[config.mk]
export PLATFORM = sky130hd
export DESIGN_NAME = rational_arithmetic_unit_core_flat
export DESIGN_NICKNAME = d
export VERILOG_FILES = /design/src/rtl/rau_pkg.sv /design/src/rtl/rau_if.sv /design/src/rtl/rational_arithmetic_unit_core.sv /design/src/rtl/rau_gcd.sv /design/src/rtl/rau_div.sv /design/src/flat_wrapper.sv
export SDC_FILE = /design/constraint.sdc
export NUM_CORES = 2
export LEC_CHECK = 0
export ABC_AREA = 1
export BUFFER_PORTS_ARGS = -buffer_cell sky130_fd_sc_hd__buf_4
export CORE_MARGIN = 2
export CORE_UTILIZATION = 54
export CTS_BUF_LIST = sky130_fd_sc_hd__clkbuf_16
export DETAILED_ROUTE_END_ITERATION = 16
export PLACE_DENSITY = 0.77
export SLEW_MARGIN = 20
export SYNTH_ARGS = -nofsm -noshare
export SYNTH_HDL_FRONTEND = slang
export SYNTH_SLANG_ARGS = --single-unit
[constraint.sdc]
create_clock -name i_clk -period 22.3 [get_ports i_clk]
set_input_delay 1.115 -clock i_clk [delete_from_list [all_inputs] [get_ports i_clk]]
set_output_delay 1.115 -clock i_clk [all_outputs]
set_load 0.05 [all_outputs]
[src/rtl/rau_pkg.sv]
// Package for the rational arithmetic unit: widths, action codes, sequencer
// states, request struct and the magnitude helper. No dependencies.
`default_nettype none
package rau_pkg;
    localparam int OPW = 16;
    localparam int PW  = 2 * OPW;
    localparam int NW  = PW + 1;
    localparam int MW  = NW;
    localparam int KW  = $clog2(MW + 1);
    localparam int AW  = 4;
    localparam int RNW = 33;
    localparam int RDW = 32;

    localparam logic [AW-1:0] ACT_ADD = 4'd0;
    localparam logic [AW-1:0] ACT_SUB = 4'd1;
    localparam logic [AW-1:0] ACT_MUL = 4'd2;
    localparam logic [AW-1:0] ACT_DIV = 4'd3;
    localparam logic [AW-1:0] ACT_EQ  = 4'd4;
    localparam logic [AW-1:0] ACT_NE  = 4'd5;
    localparam logic [AW-1:0] ACT_GT  = 4'd6;
    localparam logic [AW-1:0] ACT_LT  = 4'd7;
    localparam logic [AW-1:0] ACT_GE  = 4'd8;
    localparam logic [AW-1:0] ACT_LE  = 4'd9;

    typedef enum logic [3:0] {
        ST_IDLE, ST_MUL_L, ST_MUL_R, ST_MUL_D, ST_FORM,
        ST_GCD, ST_DIV_NUM, ST_DIV_DEN, ST_OUT
    } t_state;

    typedef struct packed {
        logic          start;
        logic [MW-1:0] a;
        logic [MW-1:0] b;
    } t_unit_req;

    function automatic logic [MW-1:0] mag(input logic signed [NW-1:0] x);
        logic [NW-1:0] t;
        t = x[NW-1] ? (~x + 1'b1) : x;
        return t;
    endfunction
endpackage
`default_nettype wire

[src/rtl/rau_if.sv]
// Valid/ready channel interfaces of the rational arithmetic unit.
// Depends on rau_pkg.
`default_nettype none
interface rau_in_if import rau_pkg::*; ();
    logic                  valid;
    logic                  ready;
    logic [AW-1:0]         action;
    logic signed [OPW-1:0] a_num;
    logic signed [OPW-1:0] a_den;
    logic signed [OPW-1:0] b_num;
    logic signed [OPW-1:0] b_den;
    modport source (output valid, action, a_num, a_den, b_num, b_den, input ready);
    modport sink   (input valid, action, a_num, a_den, b_num, b_den, output ready);
endinterface

interface rau_out_if import rau_pkg::*; ();
    logic                  valid;
    logic                  ready;
    logic signed [RNW-1:0] res_num;
    logic signed [RDW-1:0] res_den;
    logic                  compare_true;
    logic                  undefined;
    modport source (output valid, res_num, res_den, compare_true, undefined, input ready);
    modport sink   (input valid, res_num, res_den, compare_true, undefined, output ready);
endinterface
`default_nettype wire

[src/rtl/rational_arithmetic_unit_core.sv]
// Rational arithmetic unit top: sequencer, shared multiplier, gcd and divider.
// Depends on rau_pkg, rau_if, rau_gcd, rau_div.
//
// channel  dir  handshake     payload
// i_in     in   valid/ready   action, a_num, a_den, b_num, b_den
// o_out    out  valid/ready   res_num, res_den, compare_true, undefined
//
// One item at a time. Comparisons and trivial results take three multiplies on
// one 16x16 multiplier and a form step, then the output transfer.
// Reduced results add the binary gcd (one shift or subtract per step) and two
// divisions on one shared divider.
// i_in.ready is high only when idle; a stalled result holds in o_out.
// Synchronous active-low reset returns the sequencer to idle.
`default_nettype none
module rational_arithmetic_unit_core import rau_pkg::*; (
    input  wire logic i_clk,
    input  wire logic i_rst_n,
    rau_in_if.sink    i_in,
    rau_out_if.source o_out
);
    t_state r_state, n_state;

    logic [AW-1:0]         r_act;
    logic signed [OPW-1:0] r_an, r_ad, r_bn, r_bd;
    logic signed [PW-1:0]  r_pl, r_pr, r_pd;
    logic signed [NW-1:0]  r_num;
    logic signed [PW-1:0]  r_den;
    logic                  r_cmp, r_undef;

    logic signed [OPW-1:0] mul_a, mul_b;
    logic signed [PW-1:0]  prod;
    logic signed [NW-1:0]  n_num;
    logic                  n_cmp, arith, is_cmp, pos, to_gcd;
    logic signed [NW-1:0]  pl_x, pr_x, den_x;

    t_unit_req             gcd_req, div_req;
    logic                  gcd_done, div_done;
    logic [MW-1:0]         gcd_val, quot;

    assign arith  = r_act <= ACT_DIV;
    assign is_cmp = (r_act >= ACT_EQ) && (r_act <= ACT_LE);
    assign pl_x   = NW'(r_pl);
    assign pr_x   = NW'(r_pr);
    assign den_x  = NW'(r_den);
    assign pos    = r_pd > 0;

    always_comb begin
        mul_a = r_an;
        mul_b = r_bd;
        case (r_state)
            ST_MUL_L: begin
                mul_a = r_an;
                mul_b = (r_act == ACT_MUL) ? r_bn : r_bd;
            end
            ST_MUL_R: begin
                mul_a = r_bn;
                mul_b = r_ad;
            end
            ST_MUL_D: begin
                mul_a = r_ad;
                mul_b = (r_act == ACT_DIV) ? r_bn : r_bd;
            end
            default: ;
        endcase
    end
    assign prod = mul_a * mul_b;

    always_comb begin
        case (r_act)
            ACT_ADD: n_num = pl_x + pr_x;
            ACT_SUB: n_num = pl_x - pr_x;
            default: n_num = pl_x;
        endcase
        case (r_act)
            ACT_EQ:  n_cmp = r_pl == r_pr;
            ACT_NE:  n_cmp = r_pl != r_pr;
            ACT_GT:  n_cmp = pos ? (r_pl > r_pr)  : (r_pl <= r_pr);
            ACT_LT:  n_cmp = pos ? (r_pl < r_pr)  : (r_pl >= r_pr);
            ACT_GE:  n_cmp = pos ? (r_pl >= r_pr) : (r_pl < r_pr);
            ACT_LE:  n_cmp = pos ? (r_pl <= r_pr) : (r_pl > r_pr);
            default: n_cmp = 1'b0;
        endcase
    end

    assign to_gcd = arith && (n_num != 0) && (r_pd != 0);

    always_comb begin
        gcd_req.start = (r_state == ST_FORM) && to_gcd;
        gcd_req.a     = mag(n_num);
        gcd_req.b     = mag(NW'(r_pd));
    end

    always_comb begin
        div_req.start = 1'b0;
        div_req.a     = mag(r_num);
        div_req.b     = gcd_val;
        if (r_state == ST_GCD && gcd_done) begin
            div_req.start = 1'b1;
        end else if (r_state == ST_DIV_NUM && div_done) begin
            div_req.start = 1'b1;
            div_req.a     = mag(den_x);
        end
    end

    rau_gcd u_gcd (
        .i_clk   (i_clk),
        .i_rst_n (i_rst_n),
        .i_req   (gcd_req),
        .o_done  (gcd_done),
        .o_gcd   (gcd_val)
    );

    rau_div u_div (
        .i_clk   (i_clk),
        .i_rst_n (i_rst_n),
        .i_req   (div_req),
        .o_done  (div_done),
        .o_quot  (quot)
    );

    always_ff @(posedge i_clk) begin
        if (!i_rst_n) begin
            r_state <= ST_IDLE;
        end else begin
            r_state <= n_state;
        end
    end

    always_comb begin
        n_state = r_state;
        case (r_state)
            ST_IDLE:    if (i_in.valid) n_state = ST_MUL_L;
            ST_MUL_L:   n_state = ST_MUL_R;
            ST_MUL_R:   n_state = ST_MUL_D;
            ST_MUL_D:   n_state = ST_FORM;
            ST_FORM:    n_state = to_gcd ? ST_GCD : ST_OUT;
            ST_GCD:     if (gcd_done) n_state = ST_DIV_NUM;
            ST_DIV_NUM: if (div_done) n_state = ST_DIV_DEN;
            ST_DIV_DEN: if (div_done) n_state = ST_OUT;
            ST_OUT:     if (o_out.ready) n_state = ST_IDLE;
            default:    n_state = ST_IDLE;
        endcase
    end

    always_ff @(posedge i_clk) begin
        case (r_state)
            ST_IDLE: begin
                r_act <= i_in.action;
                r_an  <= i_in.a_num;
                r_ad  <= i_in.a_den;
                r_bn  <= i_in.b_num;
                r_bd  <= i_in.b_den;
            end
            ST_MUL_L: r_pl <= prod;
            ST_MUL_R: r_pr <= prod;
            ST_MUL_D: r_pd <= prod;
            ST_FORM: begin
                r_num   <= '0;
                r_den   <= '0;
                r_cmp   <= 1'b0;
                r_undef <= 1'b0;
                if (arith) begin
                    r_num <= n_num;
                    r_den <= r_pd;
                    if (n_num == 0) begin
                        r_den <= PW'(mag(NW'(r_pd)));
                    end else if (r_pd == 0) begin
                        r_undef <= 1'b1;
                    end
                end else if (is_cmp) begin
                    r_cmp <= n_cmp;
                end
            end
            ST_DIV_NUM: begin
                if (div_done) begin
                    r_num <= r_num[NW-1] ? -$signed(quot) : $signed(quot);
                end
            end
            ST_DIV_DEN: begin
                if (div_done) begin
                    r_den <= r_den[PW-1] ? -$signed(quot[PW-1:0]) : $signed(quot[PW-1:0]);
                end
            end
            default: ;
        endcase
    end

    assign i_in.ready         = r_state == ST_IDLE;
    assign o_out.valid        = r_state == ST_OUT;
    assign o_out.res_num      = RNW'(r_num);
    assign o_out.res_den      = RDW'(r_den);
    assign o_out.compare_true = r_cmp;
    assign o_out.undefined    = r_undef;

    a_busy_after_in: assert property (@(posedge i_clk) disable iff (!i_rst_n)
        i_in.valid && i_in.ready |=> !i_in.ready)
        else $error("input ready while an item is in progress");
    a_undef_den: assert property (@(posedge i_clk) disable iff (!i_rst_n)
        o_out.valid && o_out.undefined |-> o_out.res_den == 0 && !o_out.compare_true)
        else $error("undefined result with nonzero denominator or compare flag");
    a_gcd_state: assert property (@(posedge i_clk) disable iff (!i_rst_n)
        gcd_done |-> r_state == ST_GCD)
        else $error("gcd completion outside gcd phase");
    a_cmp_zero: assert property (@(posedge i_clk) disable iff (!i_rst_n)
        o_out.valid && o_out.compare_true |-> o_out.res_num == 0 && o_out.res_den == 0)
        else $error("comparison result carries a fraction");
endmodule
`default_nettype wire

[src/rtl/rau_gcd.sv]
// Binary gcd of two nonzero magnitudes, one shift or subtract per cycle.
// Depends on rau_pkg.
`default_nettype none
module rau_gcd import rau_pkg::*; (
    input  wire logic      i_clk,
    input  wire logic      i_rst_n,
    input  wire t_unit_req i_req,
    output logic           o_done,
    output logic [MW-1:0]  o_gcd
);
    logic          r_busy;
    logic          r_done;
    logic [MW-1:0] r_x;
    logic [MW-1:0] r_y;
    logic [MW-1:0] r_g;
    logic [KW-1:0] r_k;

    always_ff @(posedge i_clk) begin
        if (!i_rst_n) begin
            r_busy <= 1'b0;
            r_done <= 1'b0;
        end else begin
            r_done <= 1'b0;
            if (i_req.start) begin
                r_busy <= 1'b1;
                r_x    <= i_req.a;
                r_y    <= i_req.b;
                r_k    <= '0;
            end else if (r_busy) begin
                if (!r_x[0] && !r_y[0]) begin
                    r_x <= r_x >> 1;
                    r_y <= r_y >> 1;
                    r_k <= r_k + 1'b1;
                end else if (!r_x[0]) begin
                    r_x <= r_x >> 1;
                end else if (!r_y[0]) begin
                    r_y <= r_y >> 1;
                end else if (r_x == r_y) begin
                    r_busy <= 1'b0;
                    r_done <= 1'b1;
                    r_g    <= r_x << r_k;
                end else if (r_x > r_y) begin
                    r_x <= r_x - r_y;
                end else begin
                    r_y <= r_y - r_x;
                end
            end
        end
    end

    assign o_done = r_done;
    assign o_gcd  = r_g;
endmodule
`default_nettype wire

[src/rtl/rau_div.sv]
// Restoring unsigned divider, one quotient bit per cycle.
// Depends on rau_pkg.
`default_nettype none
module rau_div import rau_pkg::*; (
    input  wire logic      i_clk,
    input  wire logic      i_rst_n,
    input  wire t_unit_req i_req,
    output logic           o_done,
    output logic [MW-1:0]  o_quot
);
    logic          r_busy;
    logic          r_done;
    logic [MW-1:0] r_rem;
    logic [MW-1:0] r_q;
    logic [MW-1:0] r_d;
    logic [KW-1:0] r_cnt;
    logic [MW:0]   trial;
    logic          fits;

    assign trial = {r_rem, r_q[MW-1]};
    assign fits  = trial >= {1'b0, r_d};

    always_ff @(posedge i_clk) begin
        if (!i_rst_n) begin
            r_busy <= 1'b0;
            r_done <= 1'b0;
        end else begin
            r_done <= 1'b0;
            if (i_req.start) begin
                r_busy <= 1'b1;
                r_rem  <= '0;
                r_q    <= i_req.a;
                r_d    <= i_req.b;
                r_cnt  <= KW'(MW - 1);
            end else if (r_busy) begin
                r_rem <= fits ? MW'(trial - {1'b0, r_d}) : trial[MW-1:0];
                r_q   <= {r_q[MW-2:0], fits};
                r_cnt <= r_cnt - 1'b1;
                if (r_cnt == '0) begin
                    r_busy <= 1'b0;
                    r_done <= 1'b1;
                end
            end
        end
    end

    assign o_done = r_done;
    assign o_quot = r_q;
endmodule
`default_nettype wire
[src/flat_wrapper.sv]
// flat-port wrapper written by rule: the top's interface ports become plain ports
module rational_arithmetic_unit_core_flat import rau_pkg::*;
  (i_clk, i_rst_n, i_in_valid, i_in_action, i_in_a_num, i_in_a_den, i_in_b_num, i_in_b_den, i_in_ready, o_out_valid, o_out_res_num, o_out_res_den, o_out_compare_true, o_out_undefined, o_out_ready);
  rau_in_if i_in_i ();
  rau_out_if o_out_i ();
  input  wire logic i_clk;
  input  wire logic i_rst_n;
  input wire logic [$bits(i_in_i.valid)-1:0] i_in_valid;
  input wire logic [$bits(i_in_i.action)-1:0] i_in_action;
  input wire logic [$bits(i_in_i.a_num)-1:0] i_in_a_num;
  input wire logic [$bits(i_in_i.a_den)-1:0] i_in_a_den;
  input wire logic [$bits(i_in_i.b_num)-1:0] i_in_b_num;
  input wire logic [$bits(i_in_i.b_den)-1:0] i_in_b_den;
  output wire logic [$bits(i_in_i.ready)-1:0] i_in_ready;
  output wire logic [$bits(o_out_i.valid)-1:0] o_out_valid;
  output wire logic [$bits(o_out_i.res_num)-1:0] o_out_res_num;
  output wire logic [$bits(o_out_i.res_den)-1:0] o_out_res_den;
  output wire logic [$bits(o_out_i.compare_true)-1:0] o_out_compare_true;
  output wire logic [$bits(o_out_i.undefined)-1:0] o_out_undefined;
  input wire logic [$bits(o_out_i.ready)-1:0] o_out_ready;
  assign i_in_i.valid = i_in_valid;
  assign i_in_i.action = i_in_action;
  assign i_in_i.a_num = i_in_a_num;
  assign i_in_i.a_den = i_in_a_den;
  assign i_in_i.b_num = i_in_b_num;
  assign i_in_i.b_den = i_in_b_den;
  assign i_in_ready = i_in_i.ready;
  assign o_out_valid = o_out_i.valid;
  assign o_out_res_num = o_out_i.res_num;
  assign o_out_res_den = o_out_i.res_den;
  assign o_out_compare_true = o_out_i.compare_true;
  assign o_out_undefined = o_out_i.undefined;
  assign o_out_i.ready = o_out_ready;
  rational_arithmetic_unit_core u_core (.i_clk(i_clk), .i_rst_n(i_rst_n), .i_in(i_in_i), .o_out(o_out_i));
endmodule
==> flow_metrics.tcl <==
set metrics [dict create \
    grt_antenna_before_repair 5 \
    worst_ep_required_time_ns 22.68 \
    die_height_um 292.3 \
    netlist_instances 5880 \
    yosys_most_used_dff "sky130_fd_sc_hd__edfxtp_1" \
    synth_cell_types 67 \
    place.gp.congestion 1.038 \
    cts.hold.buffers_added 0 \
    grt_first_pass_wirelength_um 239900 \
    fin_setup_tns_ns 0 \
    ys.warnings.count 0 \
    layoutNonFillerInstCount 7031 \
    timing_worst_slew_pin_value_ns 1.231 \
    cts_setup_buffers 0 \
    most-common-layout-cells "sky130_fd_sc_hd__nand2_1, sky130_fd_sc_hd__inv_1, sky130_fd_sc_hd__nor2_1" \
    route.final.wire_length_um 160300 \
    worstHoldEndpoint "u_core.u_div.r_d[23]" \
    critPathMaxStageDelay_ns 0.90 \
    reg2regPathDepth 30 \
    clock-root-buffer "sky130_fd_sc_hd__clkbuf_16" \
    holdCritStartpoint "u_core.u_gcd.o_gcd[23]" \
    hold-path-cell-count 0 \
    start_util_pct 54.59 \
    finalNetCount 6512 \
    fp.dieArea_um2 85460 \
    postSynthRegisterBits 449 \
    vias_in_the_first_global_route 39433 \
    core_region_area_um2 82240 \
    regToRegEndpoint "u_core.r_pr[28]" \
    ys_async_sr_fraction_pct 0 \
    finalWorstPathRequiredPeriod_ns 9.192 \
    floorplan.die.width_um 292.3 \
    cpMaxStageDelayCell "sky130_fd_sc_hd__a221oi_2" \
    layout-drive-gt1-share_pct 6.730 \
    route.detailed.wl_per_inst_um 22.79 \
    final_max_slew_viol_count 0 \
    skew_ns 0.05370 \
    cts-root-to-sink-buffers 3 \
    criticalPathCategory "flip-flop to flip-flop" \
    post_cts_resized 0 \
    remaining_drc_errors 0 \
    fin_crit_sh_pct 41.22 \
    placementRows 105 \
    crit_top_cell "sky130_fd_sc_hd__inv_1" \
    timing.critical_path.to_type "flip-flop" \
    critical_path_peak_fanout 37 \
    critical_path.top_delay_family "adder cells" \
    drt-pass1-iter-count 8 \
    clock_sink_count 449 \
    tritoncts "built" \
    worstSkewPairLatency_ns 0.67 \
    clk_pin_slew_ns 0.06 \
    dpl.cell_count 6934 \
    num_vias 41225 \
    crit-reg2reg-launch "u_core.r_state[1]" \
    cts_made_buffers 51 \
    detail_route.iter0.violations 4609 \
    worst-endpoint-arrival_ns 9.57 \
    ys_seq_area_share_pct 29.85 \
    num-fill-cells 7602 \
    top_level_ports 141 \
    path_category_of_the_worst_min_delay_check "flip-flop to flip-flop" \
    layout.cells.most_common "sky130_fd_sc_hd__nand2_1" \
    grt_start_max_net_pins 71 \
    fmax_mhz 108.8 \
    maxCapViolations 0 \
    post_drt_via_cell_ratio 5.863 \
    netlist_area_um2 44900 \
    setup.reg_to_reg.worst_slack_ns 13.11 \
    synth_nets 6475 \
    synth_enable_flop_cells 441 \
    port_buffers 140 \
    report.final.setup_viol 0 \
    grt.overflow.total 0 \
    globalRouteTotalUtil_pct 37.11 \
    status "complete, no violations" \
    clock_tree.htree_level_count 2 \
    detailed_place_hpwl_um 130000 \
    syn_to_final_growth_pct 8.338 \
    finalHoldViolations 0 \
    critPathLaunchType "flip-flop" \
    synthesis.area_per_instance_um2 7.635 \
    maxSlewHeadroom_pct 17.91 \
    worst_hold_slack_ns 0.4177 \
    unrepaired_setup_endpoints_after_global_routing "false" \
    worstPathBufferInverterCount 10 \
    ant_nets 0 \
]
## Yosys cell counts, drive strengths merged (14+ instances only)
library cell	n	area, um^2
nand4	55	371.6
inv	1048	3936
buf	60	379.1
fa	267	5345
a21oi	407	2041
a221oi	26	252.7
nor3	82	476.7
nand2	1232	4644
o22ai	43	269.0
or2	37	231.5
o21a	14	105.1
mux2i	14	140.1
clkinv	14	57.56
o2111ai	14	122.6
a22oi	26	195.2
ha	256	3203
xnor2	68	595.6
o211ai	42	315.3
nor2	571	2211
edfxtp	441	13240
nor4	15	93.84
o21ai	447	2252
clkbuf	153	574.3
xor2	190	1664
a31oi	18	112.6
o221ai	15	131.4
nand3	257	1309
## area by class of cell
| cell class | count | area [um^2] | share of cell area, % |
|---|---|---|---|
| Clock buffer | 51 | 1276 | 2.624 |
| Clock inverter | 43 | 500.5 | 1.029 |
| Sequential cell | 449 | 13400 | 27.56 |
| Antenna cell | 3 | 7.507 | 0.01543 |
| Inverter | 1062 | 3994 | 8.211 |
| Timing Repair Buffer | 197 | 1499 | 3.082 |
| Tap cell | 1070 | 1339 | 2.752 |
| Multi-Input combinational cell | 4156 | 26620 | 54.73 |
## kinds of logic after synthesis
family / after synthesis / share of synthesized area (%)
buf+inv: 1275 / 11.02
compound gates: 1098 / 13.71
flops: 449 / 29.85
xor+xnor: 258 / 5.033
fa+ha+maj: 523 / 19.04
mux: 14 / 0.3121
simple gates: 2263 / 21.03
## through the flow
step | setup WS (ns) | area (um^2) | util [%]
2_1_floorplan | 11.89 | 44900 | -
3_3_place_gp | 13.51 | 46820 | 56.94
3_5_place_dp | 13.20 | 46850 | 56.97
4_1_cts | 13.21 | 48630 | 59.13
5_1_grt | 12.50 | 48630 | 59.13
6_report | 13.11 | 48640 | 59.14
## how the worst max path moves through the flow
stage	from	slack [ns]	cells after the start	endpoint
detailed placement	u_core.r_state[1]	13.20	30	u_core.r_pd[28]
CTS	u_core.r_state[1]	13.21	30	u_core.r_pr[28]
finish	u_core.r_state[1]	13.11	30	u_core.r_pr[28]
global placement	u_core.r_state[1]	13.51	30	u_core.r_pd[28]
floorplan	u_core.r_state[3]	11.89	30	u_core.r_pd[28]
global route	u_core.r_state[1]	12.50	30	u_core.r_pr[28]
## metal layers
layer	track usage, %	up-vias	wire length, um
met2	55.53	2325	67570
met1	51.97	19385	66760
met3	7.922	387	17790
li1	-	19122	-
met4	16.26	6	8094
met5	0	-	37
## flip-flops by register name, indices dropped and copies added (netlist names), 16 cells and up
register,count
u_core.u_gcd.r_x,33
u_core.r_pr,32
u_core.r_an,16
u_core.u_gcd.o_gcd,33
u_core.u_div.o_quot,33
u_core.u_div.r_d,33
u_core.u_div.r_rem,33
u_core.u_gcd.r_y,33
u_core.r_bn,16
u_core.r_bd,16
u_core.o_out.res_num,33
u_core.r_pl,32
u_core.r_ad,16
u_core.o_out.res_den,32
u_core.r_pd,32
## worst reg2reg max path, delay by kind of cell (launching register included)
family          cells  cell delay, ns
fa+ha+maj           7            3.29
compound gates      9            2.89
buf+inv            10            1.48
simple gates        3            0.77
flops               1            0.36
xor+xnor            1            0.18
Power is left out: the tool's default activity adds up to more than one toggle a clock period on the data nets, which glitch-free logic cannot reach.
